[src/assert_macros.svh]
// ---------------------------------------------------------------------------
// Assertion macros
// Shared concurrent assertion wrappers, clocked on i_clk, gated by i_rst_n.
// ---------------------------------------------------------------------------
`ifndef ASSERT_MACROS_SVH
`define ASSERT_MACROS_SVH

// Check a property on every clock edge outside reset.
`define ASSERT_CLK(label, prop, msg) \
    label: assert property (@(posedge i_clk) disable iff (!i_rst_n) (prop)) \
        else $error(msg);

// Check that an antecedent implies a consequent in the same cycle.
`define ASSERT_IMPL(label, ante, cons, msg) \
    `ASSERT_CLK(label, (ante) |-> (cons), msg)

`endif

[src/fpr_pkg.sv]
// ---------------------------------------------------------------------------
// fpr_pkg
// Types and constants shared by the FIFO page replacement block.
// ---------------------------------------------------------------------------
package fpr_pkg;

    localparam int NUM_FRAMES_DEF = 8;
    localparam int PAGE_BITS_DEF  = 20;

    localparam int CFG_W   = 4;
    localparam int PAGE_W  = 20;
    localparam int SLOT_W  = 3;
    localparam int CNT_W   = 32;
    localparam int IN_TDATA_W  = 24;
    localparam int OUT_TDATA_W = 88;

    localparam logic [CFG_W-1:0] CFG_RESET = 4'd3;
    localparam logic [CNT_W-1:0] CNT_MAX   = 32'hFFFF_FFFF;

    typedef struct packed {
        logic              hit;
        logic [SLOT_W-1:0] slot;
        logic              ev_valid;
        logic [PAGE_W-1:0] ev_page;
        logic [CNT_W-1:0]  faults;
        logic [CNT_W-1:0]  hits;
        logic              final_ref;
    } t_result;

    typedef enum logic [2:0] {
        S_IDLE = 3'b001,
        S_SCAN = 3'b010,
        S_DONE = 3'b100
    } t_state;

endpackage

[src/fpr_ram.sv]
// ---------------------------------------------------------------------------
// fpr_ram
// Generic single-write, single-read RAM with a registered read port.
// ---------------------------------------------------------------------------
module fpr_ram #(
    parameter int WIDTH = 8,
    parameter int DEPTH = 8,
    localparam int AW   = (DEPTH > 1) ? $clog2(DEPTH) : 1
) (
    input  logic             i_clk,
    input  logic             i_we,
    input  logic [AW-1:0]    i_waddr,
    input  logic [WIDTH-1:0] i_wdata,
    input  logic             i_re,
    input  logic [AW-1:0]    i_raddr,
    output logic [WIDTH-1:0] o_rdata
);

    logic [WIDTH-1:0] r_mem [DEPTH];
    logic [WIDTH-1:0] r_rdata;

    always_ff @(posedge i_clk) begin
        if (i_we) begin
            r_mem[i_waddr] <= i_wdata;
        end
        if (i_re) begin
            r_rdata <= r_mem[i_raddr];
        end
    end

    assign o_rdata = r_rdata;

endmodule

[src/fpr_ctrl.sv]
// ---------------------------------------------------------------------------
// fpr_ctrl
// Frame scan sequencer: walks the page RAM, then commits the hit or fault.
// ---------------------------------------------------------------------------
`include "assert_macros.svh"

module fpr_ctrl
    import fpr_pkg::*;
#(
    parameter int NUM_FRAMES = NUM_FRAMES_DEF,
    parameter int PAGE_BITS  = PAGE_BITS_DEF,
    localparam int AW        = (NUM_FRAMES > 1) ? $clog2(NUM_FRAMES) : 1
) (
    input  logic                 i_clk,
    input  logic                 i_rst_n,
    input  logic [CFG_W-1:0]     i_cfg,
    input  logic                 i_in_valid,
    output logic                 o_in_ready,
    input  logic [PAGE_BITS-1:0] i_page,
    input  logic                 i_final,
    output logic                 o_res_valid,
    input  logic                 i_res_ready,
    output t_result              o_res
);

    t_state               r_state, n_state;
    logic [PAGE_BITS-1:0] r_page;
    logic                 r_final;
    logic [AW-1:0]        r_last;
    logic [AW-1:0]        r_victim;
    logic                 r_rd_more;
    logic [AW-1:0]        r_rd_idx;
    logic                 r_cmp_vld;
    logic [AW-1:0]        r_cmp_idx;
    logic                 r_hit;
    logic [AW-1:0]        r_hit_idx;
    logic                 r_empty;
    logic [AW-1:0]        r_empty_idx;
    logic [PAGE_BITS-1:0] r_evict_page;
    logic                 r_valid [NUM_FRAMES];
    logic [AW-1:0]        r_ptr;
    logic [CNT_W-1:0]     r_faults;
    logic [CNT_W-1:0]     r_hits;

    logic [AW-1:0]        last_c;
    logic [AW-1:0]        victim_c;
    logic                 in_fire;
    logic                 done_fire;
    logic                 rd_en;
    logic [PAGE_BITS-1:0] rd_data;
    logic                 match;
    logic [AW-1:0]        slot;
    logic [AW+2:0]        slot_ext;
    logic                 ev_valid;
    logic [CNT_W-1:0]     n_faults;
    logic [CNT_W-1:0]     n_hits;

    // Clamp the frame count to 1..NUM_FRAMES and keep it as a last index.
    always_comb begin
        if (i_cfg == '0) begin
            last_c = '0;
        end else if (int'(i_cfg) > NUM_FRAMES) begin
            last_c = AW'(NUM_FRAMES - 1);
        end else begin
            last_c = AW'(i_cfg - CFG_W'(1));
        end
        victim_c = (r_ptr <= last_c) ? r_ptr : '0;
    end

    assign o_in_ready = (r_state == S_IDLE);
    assign in_fire    = i_in_valid && o_in_ready;
    assign done_fire  = (r_state == S_DONE) && i_res_ready;
    assign rd_en      = (r_state == S_SCAN) && r_rd_more;

    fpr_ram #(
        .WIDTH (PAGE_BITS),
        .DEPTH (NUM_FRAMES)
    ) u_page_ram (
        .i_clk   (i_clk),
        .i_we    (done_fire && !r_hit),
        .i_waddr (slot),
        .i_wdata (r_page),
        .i_re    (rd_en),
        .i_raddr (r_rd_idx),
        .o_rdata (rd_data)
    );

    assign match = r_cmp_vld && r_valid[r_cmp_idx] && (rd_data == r_page);

    always_comb begin
        n_state = r_state;
        case (r_state)
            S_IDLE: begin
                if (in_fire) n_state = S_SCAN;
            end
            S_SCAN: begin
                if (r_cmp_vld && (r_cmp_idx == r_last)) n_state = S_DONE;
            end
            S_DONE: begin
                if (i_res_ready) n_state = S_IDLE;
            end
            default: n_state = S_IDLE;
        endcase
    end

    // Commit values for the item that finished scanning.
    always_comb begin
        slot     = r_hit ? r_hit_idx : (r_empty ? r_empty_idx : r_victim);
        ev_valid = !r_hit && !r_empty;
        n_faults = (!r_hit && (r_faults != CNT_MAX)) ? r_faults + 1'b1 : r_faults;
        n_hits   = (r_hit && (r_hits != CNT_MAX)) ? r_hits + 1'b1 : r_hits;
        slot_ext = (AW+3)'(slot);
    end

    always_comb begin
        o_res_valid     = (r_state == S_DONE);
        o_res.hit       = r_hit;
        o_res.slot      = slot_ext[SLOT_W-1:0];
        o_res.ev_valid  = ev_valid;
        o_res.ev_page   = ev_valid ? PAGE_W'(r_evict_page) : '0;
        o_res.faults    = n_faults;
        o_res.hits      = n_hits;
        o_res.final_ref = r_final;
    end

    always_ff @(posedge i_clk) begin
        if (!i_rst_n) begin
            r_state   <= S_IDLE;
            r_rd_more <= 1'b0;
            r_cmp_vld <= 1'b0;
            r_ptr     <= '0;
            r_faults  <= '0;
            r_hits    <= '0;
            for (int k = 0; k < NUM_FRAMES; k++) r_valid[k] <= 1'b0;
        end else begin
            r_state   <= n_state;
            r_cmp_vld <= rd_en;
            if (in_fire) begin
                r_rd_more <= 1'b1;
                r_cmp_vld <= 1'b0;
            end else if (rd_en && (r_rd_idx == r_last)) begin
                r_rd_more <= 1'b0;
            end
            if (done_fire) begin
                if (r_final) begin
                    // End of string: drop every frame, rewind, zero the totals.
                    for (int k = 0; k < NUM_FRAMES; k++) r_valid[k] <= 1'b0;
                    r_ptr    <= '0;
                    r_faults <= '0;
                    r_hits   <= '0;
                end else begin
                    if (!r_hit) r_valid[slot] <= 1'b1;
                    if (ev_valid) r_ptr <= (slot == r_last) ? '0 : AW'(slot + 1'b1);
                    r_faults <= n_faults;
                    r_hits   <= n_hits;
                end
            end
        end
    end

    always_ff @(posedge i_clk) begin
        if (in_fire) begin
            r_page   <= i_page;
            r_final  <= i_final;
            r_last   <= last_c;
            r_victim <= victim_c;
            r_rd_idx <= '0;
            r_hit    <= 1'b0;
            r_empty  <= 1'b0;
        end else begin
            if (rd_en) r_rd_idx <= AW'(r_rd_idx + 1'b1);
            if (r_cmp_vld) begin
                if (match && !r_hit) begin
                    r_hit     <= 1'b1;
                    r_hit_idx <= r_cmp_idx;
                end
                if (!r_valid[r_cmp_idx] && !r_empty) begin
                    r_empty     <= 1'b1;
                    r_empty_idx <= r_cmp_idx;
                end
                if (r_cmp_idx == r_victim) r_evict_page <= rd_data;
            end
        end
        if (rd_en) r_cmp_idx <= r_rd_idx;
    end

    `ASSERT_CLK(a_ptr_range, int'(r_ptr) < NUM_FRAMES, "replace pointer out of range")
    `ASSERT_IMPL(a_cmp_range, r_cmp_vld, r_cmp_idx <= r_last, "compare index past frame count")
    `ASSERT_CLK(a_done_idle, done_fire |=> (r_state == S_IDLE), "commit did not return to idle")

endmodule

[src/fifo_page_replacement.sv]
// ---------------------------------------------------------------------------
// fifo_page_replacement
// FIFO page replacement unit: one page reference in, one hit/fault result out.
// ---------------------------------------------------------------------------
// s_axis carries one page reference per beat (tdata: page number, tlast: end
// of string). m_axis returns one result beat per reference: tuser is the hit
// flag, tdata the slot, eviction and running totals, tlast echoes end of string.
// i_cfg_we/i_cfg_wdata set the frames in use; write only while idle. A value
// of 0 acts as 1, values above NUM_FRAMES act as NUM_FRAMES.
// Timing: each reference walks the page RAM one frame per cycle through the
// single RAM read port; a new reference is taken only once the previous
// result has been committed and the block is idle again.
// Reset: i_rst_n (synchronous, active low) empties every frame, rewinds the
// replace pointer, zeroes the totals and sets the frame count to 3.
// Stall: a finished result waits in the output register; the next reference
// is still taken and scanned, and its commit holds until that register frees.
// ---------------------------------------------------------------------------
module fifo_page_replacement
    import fpr_pkg::*;
#(
    parameter int NUM_FRAMES = NUM_FRAMES_DEF,
    parameter int PAGE_BITS  = PAGE_BITS_DEF
) (
    input  logic                   i_clk,
    input  logic                   i_rst_n,
    // configuration: frames_in_use
    input  logic                   i_cfg_we,
    input  logic [CFG_W-1:0]       i_cfg_wdata,
    // reference stream
    input  logic                   s_axis_tvalid,
    output logic                   s_axis_tready,
    input  logic [IN_TDATA_W-1:0]  s_axis_tdata,  // [19:0] page_number, [23:20] zero
    input  logic                   s_axis_tlast,  // end_of_string
    // result stream
    output logic                   m_axis_tvalid,
    input  logic                   m_axis_tready,
    output logic [OUT_TDATA_W-1:0] m_axis_tdata,  // [2:0] frame_slot, [3] evicted_valid,
                                                  // [23:4] evicted_page,
                                                  // [55:24] fault_total, [87:56] hit_total
    output logic                   m_axis_tuser,  // hit
    output logic                   m_axis_tlast   // is_final
);

    logic [CFG_W-1:0] r_cfg;
    logic             r_out_vld;
    t_result          r_out;

    logic             res_valid;
    logic             res_ready;
    t_result          res;

    // Hold the frame count; the user must change it only between strings, the block does not enforce this.
    always_ff @(posedge i_clk) begin
        if (!i_rst_n) begin
            r_cfg <= CFG_RESET;
        end else if (i_cfg_we) begin
            r_cfg <= i_cfg_wdata;
        end
    end

    fpr_ctrl #(
        .NUM_FRAMES (NUM_FRAMES),
        .PAGE_BITS  (PAGE_BITS)
    ) u_ctrl (
        .i_clk       (i_clk),
        .i_rst_n     (i_rst_n),
        .i_cfg       (r_cfg),
        .i_in_valid  (s_axis_tvalid),
        .o_in_ready  (s_axis_tready),
        .i_page      (PAGE_BITS'(s_axis_tdata[PAGE_W-1:0])),
        .i_final     (s_axis_tlast),
        .o_res_valid (res_valid),
        .i_res_ready (res_ready),
        .o_res       (res)
    );

    // Output register: load when empty or when the current beat is taken.
    assign res_ready = !r_out_vld || m_axis_tready;

    always_ff @(posedge i_clk) begin
        if (!i_rst_n) begin
            r_out_vld <= 1'b0;
        end else if (res_ready) begin
            r_out_vld <= res_valid;
        end
    end

    always_ff @(posedge i_clk) begin
        if (res_ready && res_valid) begin
            r_out <= res;
        end
    end

    assign m_axis_tvalid = r_out_vld;
    assign m_axis_tuser  = r_out.hit;
    assign m_axis_tlast  = r_out.final_ref;
    assign m_axis_tdata  = {r_out.hits, r_out.faults, r_out.ev_page,
                            r_out.ev_valid, r_out.slot};

    `ASSERT_CLK(a_out_hold, (r_out_vld && !m_axis_tready) |=> r_out_vld,
                "result dropped while stalled")

endmodule
[config.mk]
export PLATFORM = sky130hd
export DESIGN_NAME = fifo_page_replacement
export DESIGN_NICKNAME = d
export VERILOG_FILES = /design/src/fpr_pkg.sv /design/src/fpr_ram.sv /design/src/fpr_ctrl.sv /design/src/fifo_page_replacement.sv
export VERILOG_INCLUDE_DIRS = /design/src /design/src/src
export SDC_FILE = /design/constraint.sdc
export NUM_CORES = 1
export LEC_CHECK = 0
export ABC_AREA = 0
export BUFFER_PORTS_ARGS = -buffer_cell sky130_fd_sc_hd__buf_2
export CORE_UTILIZATION = 60
export DETAILED_ROUTE_END_ITERATION = 6
export PLACE_DENSITY = 0.79
export SYNTH_ARGS = -nofsm -noshare
export SYNTH_HDL_FRONTEND = slang
export SYNTH_SLANG_ARGS = --single-unit
[constraint.sdc]
create_clock -name i_clk -period 4.6 [get_ports i_clk]
set_input_delay 0.23 -clock i_clk [delete_from_list [all_inputs] [get_ports i_clk]]
set_output_delay 0.23 -clock i_clk [all_outputs]
set_load 0.05 [all_outputs]
## Word level (Yosys, flattened, before mapping)

Memory sizes are Yosys's and may differ from the RTL's. A register that Yosys moved wholly into a read port is not among the register bits.
Cells that the tools add are included.

- Bits in writable memories: 168
- Bits in registers: 228
- Logic and storage cells: 129
- Output and inout port bits: 92
- Bits of input ports: 34
- Memories: 2

Memory list:

| name | depth | width | read ports | clocked after Yosys merged registers in | wr ports | RTL line | source |
|---|---|---|---|---|---|---|---|
| u_ctrl.u_page_ram.r_mem | 8 | 20 | 1 | 1 | 1 | fpr_ram.sv:19 | `logic [WIDTH-1:0] r_mem [DEPTH];` |
| u_ctrl.r_valid | 8 | 1 | 1 | 1 | 8 | fpr_ctrl.sv:40 | `logic r_valid [NUM_FRAMES];` |

- Add/subtract/negate cells: 5
- Bitwise logic cells: 10
- Multiplexer cells: 41
- Reduce and logical (&&, ||, !) cells: 30
- Equal/unequal tests: 13
- Magnitude comparators: 2

Operators by type and width:

| kind | count |
|---|---|
| 2-to-1 mux 32 bit | 4 |
| adder 32 x 1 -> 32 bit, second input constant | 2 |
| inequality test 32 bit, second input constant | 2 |
| 2-to-1 mux 3 bit | 12 |
| 2-to-1 mux 1 bit | 24 |
| == test 20 bit | 1 |
| logical AND 1 bit | 13 |
| == test 3 bit | 4 |
| AND reduction 3 bit | 4 |
| one-hot mux 3 bit (3 select lines) | 1 |
| bitwise OR 1 bit | 8 |
| adder 3 x 1 -> 3 bit, second input constant | 2 |
| AND reduction 2 bit | 3 |
| greater-than comparator 4 bit, second input constant | 1 |
| logical NOT 1 bit | 4 |
| logical NOT 4 bit | 1 |
| inequality test 2 bit, second input constant | 2 |
| nonzero test 2 bit | 2 |
| == test 3 x 1 -> 1 bit, second input constant | 1 |
| == test 3 x 2 -> 1 bit, second input constant | 1 |
| == test 3 bit, second input constant | 1 |
| <= comparator 3 bit | 1 |
| subtractor 3 x 1 -> 3 bit, second input constant | 1 |
| inequality test 2 x 1 -> 1 bit, second input constant | 1 |
| other kinds (4) | 5 |

## Logic depth before layout (Yosys ltp)

- Depth in word-level cells: 8
- Mapped depth: 13
- Depth with buffers taken out: 13

## Cells and area by module

A second synthesis with hierarchy kept.

- Cell total of the unflattened synthesis: 1189
- Area total of the unflattened synthesis: 17474.3 µm²

Modules (own cells, without submodules):

| module | seq. area each (µm²) | instances | cells each | area an instance (µm²) |
|---|---|---|---|---|
| fpr_ctrl | 3443.3 | 1 | 817 | 7763.7 |
| fpr_ram | 5405.2 | 1 | 264 | 6812.8 |
| fifo_page_replacement | 2802.7 | 1 | 108 | 2897.8 |

## Worst setup path after synthesis

Ideal clock, no wire load.

- Kind: flip-flop to flip-flop
- Start: register r_out_vld (netlist: m_axis_tvalid)
- End: register u_ctrl.r_faults[29]
- Path slack: 0.179 ns
- Setup time: 0.079 ns
- Buffers on the path: 1
- Stages on the path, launching flop included: 8
- Data required time: 4.521 ns
- Period minus slack after synthesis: 4.421 ns
- Arrival time: 4.342 ns
- Cell sequence: dfxtp_1 > nand2b_1 > nand2_1 > clkinv_1 > nor2_1 > clkbuf_1 > nand2_1 > o211ai_1

- Longest elaborated chain between the ends: 3

RTL lines:

| item | RTL line | source |
|---|---|---|
| start, declared | fifo_page_replacement.sv:45 | `logic r_out_vld;` |
| start signal, assigned | fifo_page_replacement.sv:84 | `r_out_vld <= res_valid;` |
| logical NOT 1 bit | fifo_page_replacement.sv:78 | `assign res_ready = !r_out_vld \|\| m_axis_tready;` |
| logical OR 1 bit | fifo_page_replacement.sv:78 |  |
| logical AND 1 bit | fpr_ctrl.sv:72 | `assign done_fire = (r_state == S_DONE) && i_res_ready;` |
| end signal, assigned | fpr_ctrl.sv:154 | `r_faults <= n_faults;` |
| end, declared | fpr_ctrl.sv:42 | `logic [CNT_W-1:0] r_faults;` |

Every way passes these cells.
A chain may end at the register's enable or synchronous reset.

## Final worst setup path

- Start: register u_ctrl.r_state[2]
- End: memory u_ctrl.u_page_ram.r_mem[3][5] (netlist name), enable pin

- Longest elaborated chain between the ends: 5

RTL lines:

| item | RTL line | source |
|---|---|---|
| start, declared | fpr_ctrl.sv:26 | `t_state r_state, n_state;` |
| start signal, assigned | fpr_ctrl.sv:136 | `r_state <= n_state;` |
| == test 3 bit | fpr_ctrl.sv:72 |  |
| logical AND 1 bit | fpr_ctrl.sv:72 |  |
| logical AND 1 bit | fpr_ctrl.sv:80 | `.i_we (done_fire && !r_hit),` |
| 2-to-1 mux 1 bit | fpr_ram.sv:23 | `if (i_we) begin` |
| 2-to-1 mux 1 bit (not written as such) | fpr_ram.sv:24 | `r_mem[i_waddr] <= i_wdata;` |
| end, declared | fpr_ram.sv:19 |  |

Every way passes these cells.

==> summary.txt <==
CORE AREA = 0.0287 mm2
Initial antenna violation count = 0
Largest family of logic cells by synthesized area = simple AND/OR/NAND/NOR gates
Largest stage delay, worst path = 0.74 ns
EDFF count, synth = 326
Routed Antenna Nets = 0
Hold/Removal Path Class = in -> reg
Total Nets Final = 1,433
Drt total wl = 38.5 mm
Total track usage = 26.1%
Final cell count without fillers = 1,808
Max-slew headroom = 24.6%
Critical Path End Type = flip-flop
Post-Syn Area per Cell = 14.2 um2
First-pass GRT wire length = 60.5 mm
Max H-tree Level = 2
Async SR Flop Fraction = 0%
Setup CP Type = reg -> reg
Critical-path cell list = nor3b_1, nand2_1, buf_4, or3_1, nor2_1, buf_12
Final Hold Fails = 0
Setup TNS = 0 ns
Vias in the first global route = 11,100
Residual DRC count = 0
CTS tree = built
Ant diodes = 0
Pin count of the biggest net entering global routing = 57
Crit path from = u_ctrl.r_state[2]
Worst slew pin tran = 1.13 ns
Area leader, netlist = edfxtp_1
# rows = 62
YS warnings = 0
Worst Setup EP = u_ctrl.u_page_ram.r_mem[3][5]
Port Buffers = 121
CTS root buffer = clkbuf_16
Gpl congestion = 0.881
I/O pin count = 126
Worst vdd ir = 0.000391 V
Tmin final = 2.96 ns
Worst Setup Start Kind = flip-flop
Max_cap viols = 0
Initial Util = 61.0%
Yosys cell types = 76
Simple-gate share of the synthesized area = 12.2%
Ranking of synthesized cells by area = edfxtp_1, dfxtp_1, mux4_2
Status = finished, final reports clean
Synth top area share = 55.9%
R2R setup slack = 1.64 ns
Fin crit share = 64.3%
Slowest cell on the critical path = nor2_1
CP max FO = 25
Post-DP HPWL = 23.0 mm
Layout fillers = 1,868
Die ar. = 0.0299 mm2
Register bit total from synthesis = 419
Worst r2r dst = u_ctrl.u_page_ram.r_mem[3][5]
First-pass DRT Iterations = 7
Bufs on Longest Clock Path = 3
Adder-Cell Fraction of Synth Area = 0.572%
Post-synth top flop = edfxtp_1
Compound-Gate Fraction of Synth Area = 6.49%
Mux contribution to synthesized area = 7.52%
Worst-path clk slew = 0.06 ns
Syn_nets = 1,278
Post-layout util = 70.7%
XOR/XNOR Fraction of Synth Area = 4.65%
Tot Pwr = 7.84 mW
RSZ-0062 raised after global routing = no
FF-to-FF Start = u_ctrl.r_state[2]
Final setup skew = 0.0208 ns
Cells after DPL = 1,701
Die height = 173 um
Synthesized instance count = 1,236
Syn Std Cell Area = 0.0175 mm2
GRT overflow = 0
Final Slew Violations = 0
Share of cells above drive strength 1 = 21.7%
Resized cells post-CTS = 0
Share of the yosys chip area belonging to registers = 66.5%
Final setup viols = 0
Number of buffers created by CTS = 43
Power density cells = 386 mW/mm2
Clock Latency Late Sink = 0.56 ns
Worst R2R Path Depth = 6
Max Clock Freq = 338 MHz
Average routed wire per standard cell = 21.3 um
Worst EP arrival = 3.21 ns
Crit path required time = 4.85 ns
Clock Sinks = 419
Vias = 11,200
Die width = 173 um
Via density = 6.17
Leakage = 7.21 nW
Initial DRC count = 817
P&R area growth vs syn = 15.8%
[cell families (layout without fill, tap and decap cells)]
group                    Yosys count  count (layout)
multiplexers                      76              76
AND/OR/NAND/NOR                  395             395
adder cells (fa/ha/maj)            8               8
XOR/XNOR                          93              93
buffers and inverters             86             274
flip-flops                       419             419
AO/OA/AOI/OAI                    159             159
[area by class of cell]
class	count	area (um2)	area share [%]
Sequential cell	419	11700	57.4
Multi-Input combinational cell	731	5530	27.2
Clock buffer	53	1140	5.64
Timing Repair Buffer	177	1110	5.48
Tap cell	384	480	2.37
Clock inverter	25	298	1.47
Inverter	19	73.8	0.364
[timing repair]
item,CTS,global route
hold buffers,29,0
endpoints found under the hold margin,25,0
setup buffers,0,0
[flip-flops by register name, summed over array words and instances (netlist names), 3 cells and up, named ones only]
register                   flops
u_ctrl.u_page_ram.r_mem      160
m_axis_tdata                  88
u_ctrl.r_faults               32
u_ctrl.r_hits                 32
u_ctrl.r_evict_page           20
u_ctrl.r_page                 20
u_ctrl.u_page_ram.o_rdata     20
u_ctrl.r_valid                 8
r_cfg                          4
u_ctrl.r_cmp_idx               3
u_ctrl.r_empty_idx             3
u_ctrl.r_hit_idx               3
u_ctrl.r_last                  3
u_ctrl.r_ptr                   3
u_ctrl.r_rd_idx                3
u_ctrl.r_state                 3
u_ctrl.r_victim                3
[cells in the final DEF, fill, tap and decap left out, types with 38 or more instances in the layout]
cell type / netlist / final
edfxtp_1: 326 / 326
buf_2: 18 / 121
dfxtp_1: 93 / 91
nand2_1: 84 / 84
nor2_1: 68 / 67
xor2_1: 55 / 55
nand3_1: 46 / 46
clkbuf_16: 0 / 43
mux4_2: 42 / 42
xnor2_1: 38 / 38
[worst min-delay path by stage]
stage                     slack (ns)                 to  depth (start not counted)              from
after CTS                       0.02           r_cfg[3]                          3          i_cfg_we
after detailed placement        0.41  u_ctrl.r_page[13]                          1  s_axis_tdata[13]
after global placement          0.41  u_ctrl.r_page[11]                          1  s_axis_tdata[11]
final                           0.04           r_cfg[3]                          3          i_cfg_we
after floorplan                 0.33     u_ctrl.r_final                          0      s_axis_tlast
after global routing            0.05           r_cfg[2]                          3          i_cfg_we
[cells in the mapped netlist (16+ instances only)]
library cell and instances:
a21oi_1 25, and2_1 30, and3_1 18, buf_2 18
clkbuf_1 39, dfxtp_1 93, edfxtp_1 326, inv_1 18
mux2_2 25, mux4_2 42, nand2_1 84, nand3_1 46
nand4_1 33, nor2_1 68, nor3_1 26, nor4_1 16
o211ai_1 24, o21ai_0 23, or4_1 18, xnor2_1 38
xor2_1 55
[metal layers]
metal | track usage, % | vias up | share of wire, %
met5 | 0 | - | 0
met4 | 9.73 | 0 | 2.8
met3 | 3.72 | 78 | 6.5
met2 | 45.1 | 470 | 51
met1 | 33.7 | 5525 | 40
li1 | - | 5086 | -
[critical path: cells and delay by family, from the launching register on]
kind                   cells  cell delay (ns)
buffers and inverters      2             0.51
flip-flops                 1             0.52
AND/OR/NAND/NOR            4             1.62
[power by group]
group | switching (mW) | total (mW) | internal (mW) | leakage [nW]
logic | 0.105 | 0.181 | 0.0760 | 2.68
clock network | 1.45 | 3.51 | 2.07 | 0.700
registers | 0.0491 | 4.15 | 4.10 | 3.84
[per-stage QoR]
stage	setup WS, ns	instance area [um2]	hold WS, ns
finish	1.64	20300	0.0395
global route	1.44	20300	0.0529
detailed placement	1.72	18600	0.408
global placement	1.77	18600	0.407
CTS	1.65	20300	0.0180
floorplan	0.179	17500	0.329
(Power assumes the default switching activity.)
